==> src/fcs_pkg.sv <==
// ----------------------------------------------------------------------------
// Flash command sequencer package
// Shared types, bus constants and the microcode table that drives the
// sequencer's datapath.
// ----------------------------------------------------------------------------
package fcs_pkg;

   localparam int ADDR_FIELD_WIDTH   = 19;
   localparam int ADDR_WIDTH_DEFAULT = 19;
   localparam int WAIT_WIDTH         = 10;
   localparam int STEP_WIDTH         = 3;
   localparam int CSR_INDEX_WIDTH    = 1;

   typedef logic [ADDR_FIELD_WIDTH-1:0] addr_type;
   typedef logic [WAIT_WIDTH-1:0]       wait_type;
   typedef logic [7:0]                  byte_type;
   typedef logic [STEP_WIDTH-1:0]       step_type;

   // Unlock addresses and command codes of the software data protection scheme.
   localparam addr_type UNLOCK_ADDR_HI    = 19'h05555;
   localparam addr_type UNLOCK_ADDR_LO    = 19'h02AAA;
   localparam byte_type UNLOCK_CODE_1     = 8'hAA;
   localparam byte_type UNLOCK_CODE_2     = 8'h55;
   localparam byte_type PROGRAM_CODE      = 8'hA0;
   localparam byte_type ERASE_SETUP_CODE  = 8'h80;
   localparam byte_type SECTOR_ERASE_CODE = 8'h30;
   localparam byte_type CHIP_ERASE_CODE   = 8'h10;
   localparam byte_type DATA_ZERO         = 8'h00;

   localparam wait_type SECTOR_WAIT_RESET = 10'd25;
   localparam wait_type CHIP_WAIT_RESET   = 10'd100;

   localparam logic [CSR_INDEX_WIDTH-1:0] CSR_SECTOR_WAIT = 1'b0;
   localparam logic [CSR_INDEX_WIDTH-1:0] CSR_CHIP_WAIT   = 1'b1;

   typedef enum logic [1:0] {
      ACT_CHIP_ERASE   = 2'd0,
      ACT_PROGRAM      = 2'd1,
      ACT_READ         = 2'd2,
      ACT_SECTOR_ERASE = 2'd3
   } action_type;

   typedef enum logic [1:0] {
      KIND_WRITE = 2'd0,
      KIND_READ  = 2'd1,
      KIND_WAIT  = 2'd2
   } kind_type;

   typedef enum logic [1:0] {
      ASEL_ZERO = 2'd0,
      ASEL_5555 = 2'd1,
      ASEL_2AAA = 2'd2,
      ASEL_HELD = 2'd3
   } addr_sel_type;

   typedef enum logic [1:0] {
      DSEL_ZERO  = 2'd0,
      DSEL_CONST = 2'd1,
      DSEL_HELD  = 2'd2
   } data_sel_type;

   typedef enum logic [1:0] {
      WSEL_NONE   = 2'd0,
      WSEL_SECTOR = 2'd1,
      WSEL_CHIP   = 2'd2
   } wait_sel_type;

   // One control word per step. The last flag ends the program and returns
   // the sequencer to idle.
   typedef struct packed {
      kind_type     kind;
      addr_sel_type addr_sel;
      data_sel_type data_sel;
      byte_type     data;
      wait_sel_type wait_sel;
      logic         last;
   } ucode_type;

   typedef struct packed {
      logic       load;
      ucode_type  ucode;
      addr_type   address;
      byte_type   data;
   } ctrl_type;

   typedef struct packed {
      logic [1:0] action;
      addr_type   target_address;
      byte_type   write_byte;
   } req_type;

   typedef struct packed {
      logic [1:0] cycle_kind;
      addr_type   bus_address;
      byte_type   bus_data;
      wait_type   wait_ms;
      logic       last;
   } rsp_type;

   function automatic ucode_type unlock(input addr_sel_type sel, input byte_type code);
      ucode_type w;
      w.kind     = KIND_WRITE;
      w.addr_sel = sel;
      w.data_sel = DSEL_CONST;
      w.data     = code;
      w.wait_sel = WSEL_NONE;
      w.last     = 1'b0;
      return w;
   endfunction

   function automatic ucode_type busy_wait(input wait_sel_type sel);
      ucode_type w;
      w.kind     = KIND_WAIT;
      w.addr_sel = ASEL_ZERO;
      w.data_sel = DSEL_ZERO;
      w.data     = DATA_ZERO;
      w.wait_sel = sel;
      w.last     = 1'b1;
      return w;
   endfunction

   function automatic ucode_type final_access(input kind_type kind, input data_sel_type dsel);
      ucode_type w;
      w.kind     = kind;
      w.addr_sel = ASEL_HELD;
      w.data_sel = dsel;
      w.data     = DATA_ZERO;
      w.wait_sel = WSEL_NONE;
      w.last     = 1'b1;
      return w;
   endfunction

   // Microcode table, addressed by the held action and the step counter.
   function automatic ucode_type ucode_rom(input action_type action, input step_type step);
      ucode_type w;
      w = final_access(KIND_READ, DSEL_ZERO);
      unique case (action)
         ACT_READ: begin
            w = final_access(KIND_READ, DSEL_ZERO);
         end
         ACT_PROGRAM: begin
            case (step)
               3'd0:    w = unlock(ASEL_5555, UNLOCK_CODE_1);
               3'd1:    w = unlock(ASEL_2AAA, UNLOCK_CODE_2);
               3'd2:    w = unlock(ASEL_5555, PROGRAM_CODE);
               default: w = final_access(KIND_WRITE, DSEL_HELD);
            endcase
         end
         ACT_CHIP_ERASE, ACT_SECTOR_ERASE: begin
            case (step)
               3'd0: w = unlock(ASEL_5555, UNLOCK_CODE_1);
               3'd1: w = unlock(ASEL_2AAA, UNLOCK_CODE_2);
               3'd2: w = unlock(ASEL_5555, ERASE_SETUP_CODE);
               3'd3: w = unlock(ASEL_5555, UNLOCK_CODE_1);
               3'd4: w = unlock(ASEL_2AAA, UNLOCK_CODE_2);
               3'd5: begin
                  if (action == ACT_CHIP_ERASE) begin
                     w = unlock(ASEL_5555, CHIP_ERASE_CODE);
                  end else begin
                     w = unlock(ASEL_HELD, SECTOR_ERASE_CODE);
                  end
               end
               default: begin
                  if (action == ACT_CHIP_ERASE) begin
                     w = busy_wait(WSEL_CHIP);
                  end else begin
                     w = busy_wait(WSEL_SECTOR);
                  end
               end
            endcase
         end
      endcase
      return w;
   endfunction

endpackage

==> src/flash_command_sequencer_top.sv <==
// A taken command is held in the sequencer registers, then its first bus word is registered.
// Throughput: one word per cycle while the result side takes them; a read has one microcode step,
// a byte program four and an erase seven, which the step counter walks through the microcode table.
// The next command is taken in the cycle the final word of the current one is issued.
// Reset is synchronous and active high: it clears the sequencer to idle, empties the
// output register and loads the wait registers with 25 ms and 100 ms.
// ----------------------------------------------------------------------------
// Flash command sequencer
// Turns one flash command into the parallel-flash bus cycles that carry it.
// ----------------------------------------------------------------------------
module flash_command_sequencer_top #(
   parameter int ADDR_WIDTH = fcs_pkg::ADDR_WIDTH_DEFAULT
) (
   input  logic                                  clock,
   input  logic                                  reset,
   input  logic                                  req_valid,
   output logic                                  req_stall,
   input  fcs_pkg::req_type                      req_word,
   output logic                                  rsp_valid,
   input  logic                                  rsp_stall,
   output fcs_pkg::rsp_type                      rsp_word,
   input  logic                                  csr_write_en,
   input  logic [fcs_pkg::CSR_INDEX_WIDTH-1:0]   csr_index,
   input  fcs_pkg::wait_type                     csr_wdata
);

   fcs_pkg::ctrl_type ctrl;
   logic              out_ready;

   fcs_sequencer #(
      .ADDR_WIDTH (ADDR_WIDTH)
   ) u_sequencer (
      .clock     (clock),
      .reset     (reset),
      .req_valid (req_valid),
      .req_stall (req_stall),
      .req_word  (req_word),
      .out_ready (out_ready),
      .ctrl      (ctrl)
   );

   fcs_datapath u_datapath (
      .clock        (clock),
      .reset        (reset),
      .ctrl         (ctrl),
      .out_ready    (out_ready),
      .csr_write_en (csr_write_en),
      .csr_index    (csr_index),
      .csr_wdata    (csr_wdata),
      .rsp_valid    (rsp_valid),
      .rsp_stall    (rsp_stall),
      .rsp_word     (rsp_word)
   );

endmodule

==> src/fcs_sequencer.sv <==
// ----------------------------------------------------------------------------
// Flash command sequencer control
// Holds the accepted command, walks the step counter through the microcode
// table and hands one control word per bus cycle to the datapath.
// ----------------------------------------------------------------------------
module fcs_sequencer #(
   parameter int ADDR_WIDTH = fcs_pkg::ADDR_WIDTH_DEFAULT
) (
   input  logic              clock,
   input  logic              reset,
   input  logic              req_valid,
   output logic              req_stall,
   input  fcs_pkg::req_type  req_word,
   input  logic              out_ready,
   output fcs_pkg::ctrl_type ctrl
);

   localparam int HELD_WIDTH = (ADDR_WIDTH < fcs_pkg::ADDR_FIELD_WIDTH) ?
                               ADDR_WIDTH : fcs_pkg::ADDR_FIELD_WIDTH;

   logic                    busy_ff, busy_in;
   fcs_pkg::step_type       step_ff, step_in;
   fcs_pkg::action_type     action_ff, action_in;
   logic [HELD_WIDTH-1:0]   addr_ff, addr_in;
   fcs_pkg::byte_type       byte_ff, byte_in;

   fcs_pkg::ucode_type      ucode;
   logic                    advance;
   logic                    accept;

   assign ucode   = fcs_pkg::ucode_rom(action_ff, step_ff);
   assign advance = busy_ff & out_ready;
   // The next command may enter in the cycle the final word is issued.
   assign req_stall = busy_ff & ~(advance & ucode.last);
   assign accept    = req_valid & ~req_stall;

   always_comb begin
      busy_in   = busy_ff;
      step_in   = step_ff;
      action_in = action_ff;
      addr_in   = addr_ff;
      byte_in   = byte_ff;
      priority if (accept) begin
         busy_in   = 1'b1;
         step_in   = '0;
         action_in = fcs_pkg::action_type'(req_word.action);
         addr_in   = req_word.target_address[HELD_WIDTH-1:0];
         byte_in   = req_word.write_byte;
      end else if (advance) begin
         if (ucode.last) begin
            busy_in = 1'b0;
         end else begin
            step_in = step_ff + 3'd1;
         end
      end
   end

   always_ff @(posedge clock) begin
      if (reset) begin
         busy_ff   <= 1'b0;
         step_ff   <= '0;
         action_ff <= fcs_pkg::ACT_CHIP_ERASE;
      end else begin
         busy_ff   <= busy_in;
         step_ff   <= step_in;
         action_ff <= action_in;
      end
      addr_ff <= addr_in;
      byte_ff <= byte_in;
   end

   assign ctrl.load    = advance;
   assign ctrl.ucode   = ucode;
   assign ctrl.address = fcs_pkg::addr_type'(addr_ff);
   assign ctrl.data    = byte_ff;

`ifndef SYNTHESIS
   a_step_in_program: assert property (@(posedge clock) disable iff (reset)
      busy_ff |-> step_ff <= 3'd6)
      else $error("step counter ran past the longest program");

   a_accept_starts: assert property (@(posedge clock) disable iff (reset)
      accept |=> busy_ff && step_ff == 3'd0)
      else $error("accepted command did not start at the first step");

   a_done_goes_idle: assert property (@(posedge clock) disable iff (reset)
      (advance && ucode.last && !req_valid) |=> !busy_ff)
      else $error("sequencer stayed busy after the final word");
`endif

endmodule

==> src/fcs_datapath.sv <==
// ----------------------------------------------------------------------------
// Flash command sequencer datapath
// Wait-length registers, field selection under the control word, and the
// output register of the bus-cycle channel.
// ----------------------------------------------------------------------------
module fcs_datapath (
   input  logic                                  clock,
   input  logic                                  reset,
   input  fcs_pkg::ctrl_type                     ctrl,
   output logic                                  out_ready,
   input  logic                                  csr_write_en,
   input  logic [fcs_pkg::CSR_INDEX_WIDTH-1:0]   csr_index,
   input  fcs_pkg::wait_type                     csr_wdata,
   output logic                                  rsp_valid,
   input  logic                                  rsp_stall,
   output fcs_pkg::rsp_type                      rsp_word
);

   fcs_pkg::wait_type sector_wait_ff, sector_wait_in;
   fcs_pkg::wait_type chip_wait_ff, chip_wait_in;
   logic              rsp_valid_ff, rsp_valid_in;
   fcs_pkg::rsp_type  rsp_word_ff, rsp_word_in;

   always_comb begin
      sector_wait_in = sector_wait_ff;
      chip_wait_in   = chip_wait_ff;
      if (csr_write_en) begin
         unique case (csr_index)
            fcs_pkg::CSR_SECTOR_WAIT: sector_wait_in = csr_wdata;
            fcs_pkg::CSR_CHIP_WAIT:   chip_wait_in   = csr_wdata;
         endcase
      end
   end

   assign out_ready = ~rsp_valid_ff | ~rsp_stall;

   always_comb begin
      rsp_word_in            = rsp_word_ff;
      rsp_valid_in           = rsp_valid_ff & rsp_stall;
      if (ctrl.load) begin
         rsp_valid_in           = 1'b1;
         rsp_word_in.cycle_kind = ctrl.ucode.kind;
         rsp_word_in.last       = ctrl.ucode.last;
         unique case (ctrl.ucode.addr_sel)
            fcs_pkg::ASEL_ZERO: rsp_word_in.bus_address = '0;
            fcs_pkg::ASEL_5555: rsp_word_in.bus_address = fcs_pkg::UNLOCK_ADDR_HI;
            fcs_pkg::ASEL_2AAA: rsp_word_in.bus_address = fcs_pkg::UNLOCK_ADDR_LO;
            fcs_pkg::ASEL_HELD: rsp_word_in.bus_address = ctrl.address;
         endcase
         unique case (ctrl.ucode.data_sel)
            fcs_pkg::DSEL_CONST: rsp_word_in.bus_data = ctrl.ucode.data;
            fcs_pkg::DSEL_HELD:  rsp_word_in.bus_data = ctrl.data;
            default:             rsp_word_in.bus_data = fcs_pkg::DATA_ZERO;
         endcase
         unique case (ctrl.ucode.wait_sel)
            fcs_pkg::WSEL_SECTOR: rsp_word_in.wait_ms = sector_wait_ff;
            fcs_pkg::WSEL_CHIP:   rsp_word_in.wait_ms = chip_wait_ff;
            default:              rsp_word_in.wait_ms = '0;
         endcase
      end
   end

   always_ff @(posedge clock) begin
      if (reset) begin
         sector_wait_ff <= fcs_pkg::SECTOR_WAIT_RESET;
         chip_wait_ff   <= fcs_pkg::CHIP_WAIT_RESET;
         rsp_valid_ff   <= 1'b0;
      end else begin
         sector_wait_ff <= sector_wait_in;
         chip_wait_ff   <= chip_wait_in;
         rsp_valid_ff   <= rsp_valid_in;
      end
      rsp_word_ff <= rsp_word_in;
   end

   assign rsp_valid = rsp_valid_ff;
   assign rsp_word  = rsp_word_ff;

`ifndef SYNTHESIS
   a_no_overwrite: assert property (@(posedge clock) disable iff (reset)
      ctrl.load |-> out_ready)
      else $error("control word issued while the output register was full");

   a_wait_only_on_busy: assert property (@(posedge clock) disable iff (reset)
      (rsp_valid_ff && rsp_word_ff.cycle_kind != fcs_pkg::KIND_WAIT)
      |-> rsp_word_ff.wait_ms == '0)
      else $error("wait length driven on a bus access");

   a_busy_fields_zero: assert property (@(posedge clock) disable iff (reset)
      (rsp_valid_ff && rsp_word_ff.cycle_kind == fcs_pkg::KIND_WAIT)
      |-> rsp_word_ff.bus_address == '0 && rsp_word_ff.bus_data == '0 && rsp_word_ff.last)
      else $error("busy wait word carries address or data");
`endif

endmodule
==> config.mk <==
export PLATFORM = sky130hd
export DESIGN_NAME = flash_command_sequencer_top
export DESIGN_NICKNAME = d
export VERILOG_FILES = /design/src/fcs_pkg.sv /design/src/flash_command_sequencer_top.sv /design/src/fcs_sequencer.sv /design/src/fcs_datapath.sv
export SDC_FILE = /design/constraint.sdc
export NUM_CORES = 1
export LEC_CHECK = 0
export BUFFER_PORTS_ARGS = -buffer_cell sky130_fd_sc_hd__buf_4
export CORE_UTILIZATION = 45
export CTS_CLUSTER_DIAMETER = 80
export DETAILED_ROUTE_END_ITERATION = 6
export PLACE_DENSITY = 0.68
export SLEW_MARGIN = 10
export SYNTH_ARGS = -nofsm -noshare
export SYNTH_HDL_FRONTEND = slang
export SYNTH_SLANG_ARGS = --single-unit
==> constraint.sdc <==
create_clock -name clock -period 3.15 [get_ports clock]
set_input_delay 0 -clock clock [delete_from_list [all_inputs] [get_ports clock]]
set_output_delay 0 -clock clock [all_outputs]
set_load 0.05 [all_outputs]
# [After elaboration in Yosys (flattened, before gate mapping)]
# Index checks and enable logic that the tools add are counted.
[totals] regBits=94 latchBits=0 ram_bits=0 mem_bits_ro=0 inputBits=45 n_memories=0
[op_classes] addsub=1 multipliers=0 div_mod_pow=0 order_cmp=0 eq_ne=15 n_shift=0 n_mux=12 bitwise_logic=12 reduce_logical=13
[ops] cell="case mux 19 bit (4 select lines)" n=1
[ops] cell="case mux 17 bit (4 select lines)" n=1
[ops] cell="case mux 17 bit (3 select lines)" n=1
[ops] cell="case mux 15 bit (3 select lines)" n=1
[ops] cell="case mux 10 bit (2 select lines)" n=1
[ops] cell="case mux 8 bit (2 select lines)" n=1
[ops] cell="2-to-1 mux 15 bit" n=1
[ops] cell="== test 2 bit, second input constant" n=6
[ops] cell="== test 2 x 1 -> 1 bit, second input constant" n=4
[ops] cell="AND reduction 2 bit" n=4
[ops] cell="OR reduction 2 bit" n=4
[ops] cell="== test 3 x 2 -> 1 bit, second input constant" n=2
[ops] cell="== test 3 bit, second input constant" n=2
[ops] cell="inverter 1 bit" n=6
[ops] cell="bitwise AND 1 bit" n=5
[ops] cell="zero test 2 bit" n=2
[ops] cell="2-to-1 mux 1 bit" n=4
[ops] cell="nonzero test 2 bit" n=2
[ops] cell="adder 3 x 1 -> 3 bit, second input constant" n=1
[ops] cell="== test 3 x 1 -> 1 bit, second input constant" n=1
[ops] cell="zero test 3 bit" n=1
[ops] cell="2-to-1 mux 3 bit" n=1
[ops] cell="bitwise OR 1 bit" n=1

# [Logic depth before layout (Yosys ltp)]
[logic_depth] depth_word=11 ltp_mapped=11 depth_no_buf=10

# [Cells and area by module]
# Synthesis repeated with hierarchy kept, for this count alone.
[hier_totals] hier_cells=339 area_unflattened_um2=4111.4
[modules_own_cells] module="fcs_datapath" instances=1 cells_each=211 area_per_inst_um2=2561.2 seq_area_each_um2=1621.6
[modules_own_cells] module="fcs_sequencer" instances=1 cells_each=128 area_per_inst_um2=1550.2 seq_area_each_um2=930.9

# [Worst setup path before layout]
# No wires, ideal clock.
[synth_timing] kind="register to register" from="register u_sequencer.action_ff[0]" to="register u_sequencer.busy_ff" t_arrival_ns=2.814 t_required_ns=3.087 slack_ns=0.273 path_stages_with_launch=10 path_buffers=1 path_cell_list="dfxtp_1 -> inv_1 -> ha_1 -> buf_2 -> or3_4 -> inv_2 -> nor3_1 -> inv_1 -> a21boi_0 -> o21ba_2"
[synth_lines] element="start, declared" line_no="fcs_sequencer.sv:23" text="fcs_pkg::action_type action_ff, action_in;"
[synth_lines] element="start signal, assigned" line_no="fcs_sequencer.sv:62" text="action_ff <= fcs_pkg::ACT_CHIP_ERASE;"
[synth_lines] element="start signal, assigned" line_no="fcs_sequencer.sv:66" text="action_ff <= action_in;"
[synth_lines] element="end signal, assigned" line_no="fcs_sequencer.sv:64" text="busy_ff <= busy_in;"
[synth_lines] element="end, declared" line_no="fcs_sequencer.sv:21" text="logic busy_ff, busy_in;"

==> impl_metrics.prom <==
# TYPE chip_impl_metric gauge
chip_impl_info{name="criticalPathCategory",value="reg2out"} 1
chip_impl_metric{name="vias_per_cell",unit=""} 5.04
chip_impl_info{name="critPathMostFrequentCell",value="inv_1"} 1
chip_impl_metric{name="max_slew_margin",unit="%"} 48.3
chip_impl_metric{name="synthToLayoutAreaGrowth",unit="%"} 35.6
chip_impl_info{name="post-synth-top-area-cell",value="edfxtp_1"} 1
chip_impl_info{name="rsz0062_at_grt",value="no"} 1
chip_impl_metric{name="worst_pin_slew",unit="ns"} 0.771
chip_impl_metric{name="synthesis.area",unit="µm²"} 3870
chip_impl_metric{name="worst_r2r_path_depth",unit=""} 9
chip_impl_metric{name="power_frac_clock",unit="%"} 29.1
chip_impl_metric{name="peakVddDrop",unit="mV"} 0.314
chip_impl_info{name="tritoncts",value="built"} 1
chip_impl_metric{name="synth_top_area_share",unit="%"} 52.0
chip_impl_metric{name="totalNegativeSetupSlack",unit="ns"} 0
chip_impl_metric{name="ioPinCount",unit=""} 87
chip_impl_metric{name="cp.buffers_inverters",unit=""} 4
chip_impl_metric{name="finClkSkew",unit="ns"} 0.0107
chip_impl_metric{name="p_int",unit="mW"} 2.10
chip_impl_metric{name="power_frac_seq",unit="%"} 50.8
chip_impl_metric{name="detail_route.first_pass.iterations",unit=""} 5
chip_impl_metric{name="grt_remaining_overflow",unit=""} 0
chip_impl_metric{name="design_area",unit="µm²"} 5250
chip_impl_info{name="timing.critical_path.cells",value="inv_1 > ha_1 > or3_4 > inv_2 > nor3_1 > inv_1 > a21boi_0 > buf_4"} 1
chip_impl_metric{name="combinationalPowerShare",unit="%"} 20.1
chip_impl_metric{name="data_required_time_at_the_worst_endpoint",unit="ns"} 3.15
chip_impl_metric{name="detailed_place_hpwl",unit="µm"} 5240
chip_impl_metric{name="grt_pass1_wl",unit="µm"} 12800
chip_impl_metric{name="worst_hold_path_cells",unit=""} 4
chip_impl_metric{name="drt_wl_total",unit="µm"} 7870
chip_impl_metric{name="ys_seq_elements",unit=""} 94
chip_impl_metric{name="post_synth.cell_area_avg",unit="µm²"} 12.1
chip_impl_metric{name="drt-initial-drc-count",unit=""} 104
chip_impl_metric{name="h_tree_lvl_count",unit=""} 3
chip_impl_metric{name="finalSetupViolCount",unit=""} 0
chip_impl_metric{name="max_freq",unit="MHz"} 394
chip_impl_metric{name="final_antenna_net_count",unit=""} 0
chip_impl_metric{name="clock_tree.buffer_depth",unit=""} 2
chip_impl_metric{name="layout.nets",unit=""} 501
chip_impl_metric{name="port-buffer-count",unit=""} 86
chip_impl_metric{name="finalMaxSlewViolations",unit=""} 0
chip_impl_metric{name="synth.net_count",unit=""} 376
chip_impl_metric{name="clock_insertion_delay_worst_skew",unit="ns"} 0.36
chip_impl_metric{name="layout.core_utilization",unit="%"} 63.5
chip_impl_metric{name="timing.critical_path.arrival",unit="ns"} 2.54
chip_impl_metric{name="place_area",unit="µm²"} 4610
chip_impl_metric{name="cp_max_fo",unit=""} 9
chip_impl_metric{name="synth_async_sr_flop_share",unit="%"} 0
chip_impl_info{name="timing.critical_path.max_delay_family",value="buffers and inverters"} 1
chip_impl_info{name="critical-path-slowest-cell",value="ha_1"} 1
chip_impl_metric{name="power-per-cell-area",unit="nW/µm²"} 552
chip_impl_metric{name="power_leakage",unit="nW"} 2.04
chip_impl_info{name="worst_hold_path_type",value="in2reg"} 1
chip_impl_metric{name="largest_net_degree_at_the_start_of_global_routing",unit=""} 30
chip_impl_metric{name="critical_path_depth",unit=""} 8
chip_impl_info{name="netlist_top_cells_area",value="edfxtp_1, dfxtp_1, nand2_1"} 1
chip_impl_metric{name="drt-wirelength-per-cell",unit="µm"} 14.2
chip_impl_metric{name="maxCapViolations",unit=""} 0
chip_impl_metric{name="vias",unit=""} 2791
chip_impl_metric{name="fp-row-count",unit=""} 33
chip_impl_info{name="cp-start-kind",value="flip-flop"} 1
chip_impl_metric{name="fillCellCount",unit=""} 676
chip_impl_metric{name="postCtsSetupRepairBufs",unit=""} 0
chip_impl_metric{name="clock_sink_count",unit=""} 94
chip_impl_metric{name="vias_in_the_first_global_route",unit=""} 2683
chip_impl_metric{name="max_stage_delay",unit="ns"} 0.46
chip_impl_metric{name="synth-edff-count",unit=""} 67
chip_impl_metric{name="period_share",unit="%"} 80.5
chip_impl_info{name="synth_ff_type",value="edfxtp_1"} 1
chip_impl_metric{name="drive_above_1_share",unit="%"} 24.5
chip_impl_metric{name="cts.clk_slew.worst_paths",unit="ns"} 0.09
chip_impl_metric{name="cts_resized",unit=""} 0
chip_impl_metric{name="synthCells",unit=""} 319
chip_impl_metric{name="tritoncts.num_buffers",unit=""} 9
chip_impl_metric{name="ys_seq_area_share",unit="%"} 65.9
chip_impl_metric{name="die_area",unit="µm²"} 8980
chip_impl_metric{name="drc",unit=""} 0
chip_impl_metric{name="number_of_antenna_cells_inserted",unit=""} 0
chip_impl_metric{name="initial_antenna_violation_count",unit=""} 0
chip_impl_info{name="end_kind",value="output pin"} 1
chip_impl_info{name="status",value="finished clean"} 1
chip_impl_metric{name="place.gp.congestion",unit=""} 0.849
chip_impl_metric{name="switching_share",unit="%"} 27.5
chip_impl_metric{name="layout_min_cycle_time",unit="ns"} 2.54
chip_impl_metric{name="net_switching",unit="mW"} 0.797
chip_impl_metric{name="finalHoldViolations",unit=""} 0
chip_impl_metric{name="core_region_area",unit="µm²"} 8260
chip_impl_metric{name="die_y",unit="µm"} 94.8
chip_impl_metric{name="synth.lib_cells_used.distinct",unit=""} 42
chip_impl_metric{name="grtUsageTotal",unit="%"} 19.2
chip_impl_metric{name="floorplan.die.width",unit="µm"} 94.8
chip_impl_metric{name="synth_warnings",unit=""} 0
chip_impl_metric{name="start_util",unit="%"} 46.9
chip_impl_info{name="root_buffer",value="clkbuf_8"} 1
layout by cell type (no fill, tap or decap), types with 2 or more instances in the layout:
cell,instances
a21oi_1,27
nor2_1,16
dfxtp_1,27
nor2b_1,4
nor3b_1,2
ha_1,12
inv_1,12
a211oi_1,2
clkbuf_8,10
nand3_1,4
and3_1,5
a22oi_1,11
mux2i_1,2
nand3b_1,7
o21a_1,16
edfxtp_1,67
nand2b_1,7
nand2_1,52
nor3_1,3
buf_4,87
o21ai_0,4
dlygate4sd3_1,42
o31ai_1,3
and2_1,2
Yosys cell counts (all sizes together) (2+ instances only):
cell type  count
nand2         52
dfxtp         27
o21ai          4
ha            12
nand3b         7
o31ai          3
nor3           3
a22oi         11
nand3          4
o21a          16
mux2i          2
a211oi         2
nor2          16
edfxtp        67
and2           2
clkbuf        10
nor2b          4
buf            6
and3           5
inv           14
or3            2
nor3b          2
a21oi         27
nand2b         7
what timing repair did:
item,CTS,global route
hold endpoints to repair,51,0
hold buffers,42,0
setup endpoints to repair,0,0
layout make-up:
cell class,instances,area [µm²],area share [%]
clock buffer,12,166,3.17
clock inverter,4,52.6,1.00
sequential,94,2550,48.6
tap,105,131,2.50
inverter,14,52.6,1.00
timing repair buffer,130,1090,20.8
multi-input combinational,195,1200,22.8
worst paths after layout:
path,from,endpoint,slack [ns]
worst max-delay path,u_sequencer.action_ff[0]$_SDFFE_PP0P_,req_stall,0.61
worst min-delay path,csr_index,u_datapath.sector_wait_ff[2]$_SDFFE_PP0P_,0.08
worst max register to register,u_sequencer.step_ff[1]$_SDFFE_PP0P_,u_datapath.rsp_word[17]$_DFFE_PP_,0.65
worst min register to register,u_datapath.sector_wait_ff[5]$_SDFFE_PP0P_,u_datapath.sector_wait_ff[5]$_SDFFE_PP0P_,0.46
logic make-up (layout without fill, tap and decap cells):
kind of cell,after synthesis,after routing,synth area share [%]
compound gates,72,72,12.4
fa+ha+maj,12,12,3.88
simple gates,109,109,13.9
mux,2,2,0.517
buf+inv,30,160,3.33
flops,94,94,65.9
stage by stage:
step / power [mW] / hold slack, ns / setup WS (ns) / cells
final: 2.90 / 0.0803 / 0.613 / 554
after detailed placement: 2.04 / 0.179 / 0.677 / 496
after CTS: 2.92 / 0.0697 / 0.617 / 554
after global placement: 2.03 / 0.179 / 0.726 / 496
after floorplan: 1.87 / 0.0989 / 0.273 / 319
after global routing: 3.02 / 0.107 / 0.419 / 554
tightest hold or removal path, stage by stage:
cell and delay [ns]:
buf_4 0.09, nor2b_1 0.15, nand2_1 0.11, a21oi_1 0.05
sequential cells by signal, summed over array words and instances (netlist names):
name	count
u_sequencer.busy_ff	1
u_sequencer.action_ff	2
u_datapath.sector_wait_ff	10
u_sequencer.step_ff	3
u_sequencer.addr_ff	19
u_datapath.chip_wait_ff	10
u_datapath.rsp_word	40
u_sequencer.byte_ff	8
u_datapath.rsp_valid	1
power by group through the flow:
stage / clock network, mW / registers, mW / logic [mW]
floorplan: 0 / 1.66 / 0.211
global placement: 0 / 1.50 / 0.536
detailed placement: 0 / 1.50 / 0.542
CTS: 0.860 / 1.47 / 0.586
global route: 0.912 / 1.48 / 0.628
finish: 0.842 / 1.47 / 0.583
per-layer routing:
metal  GRT usage [%]  vias up  part of all wire (%)
met1            24.9     1305                    43
met3            3.30       12                   4.6
met5               0        -                     0
met2            31.1       81                    50
met4            9.47        0                   2.0
li1                -     1393                     -
(Power assumes the default switching activity.)
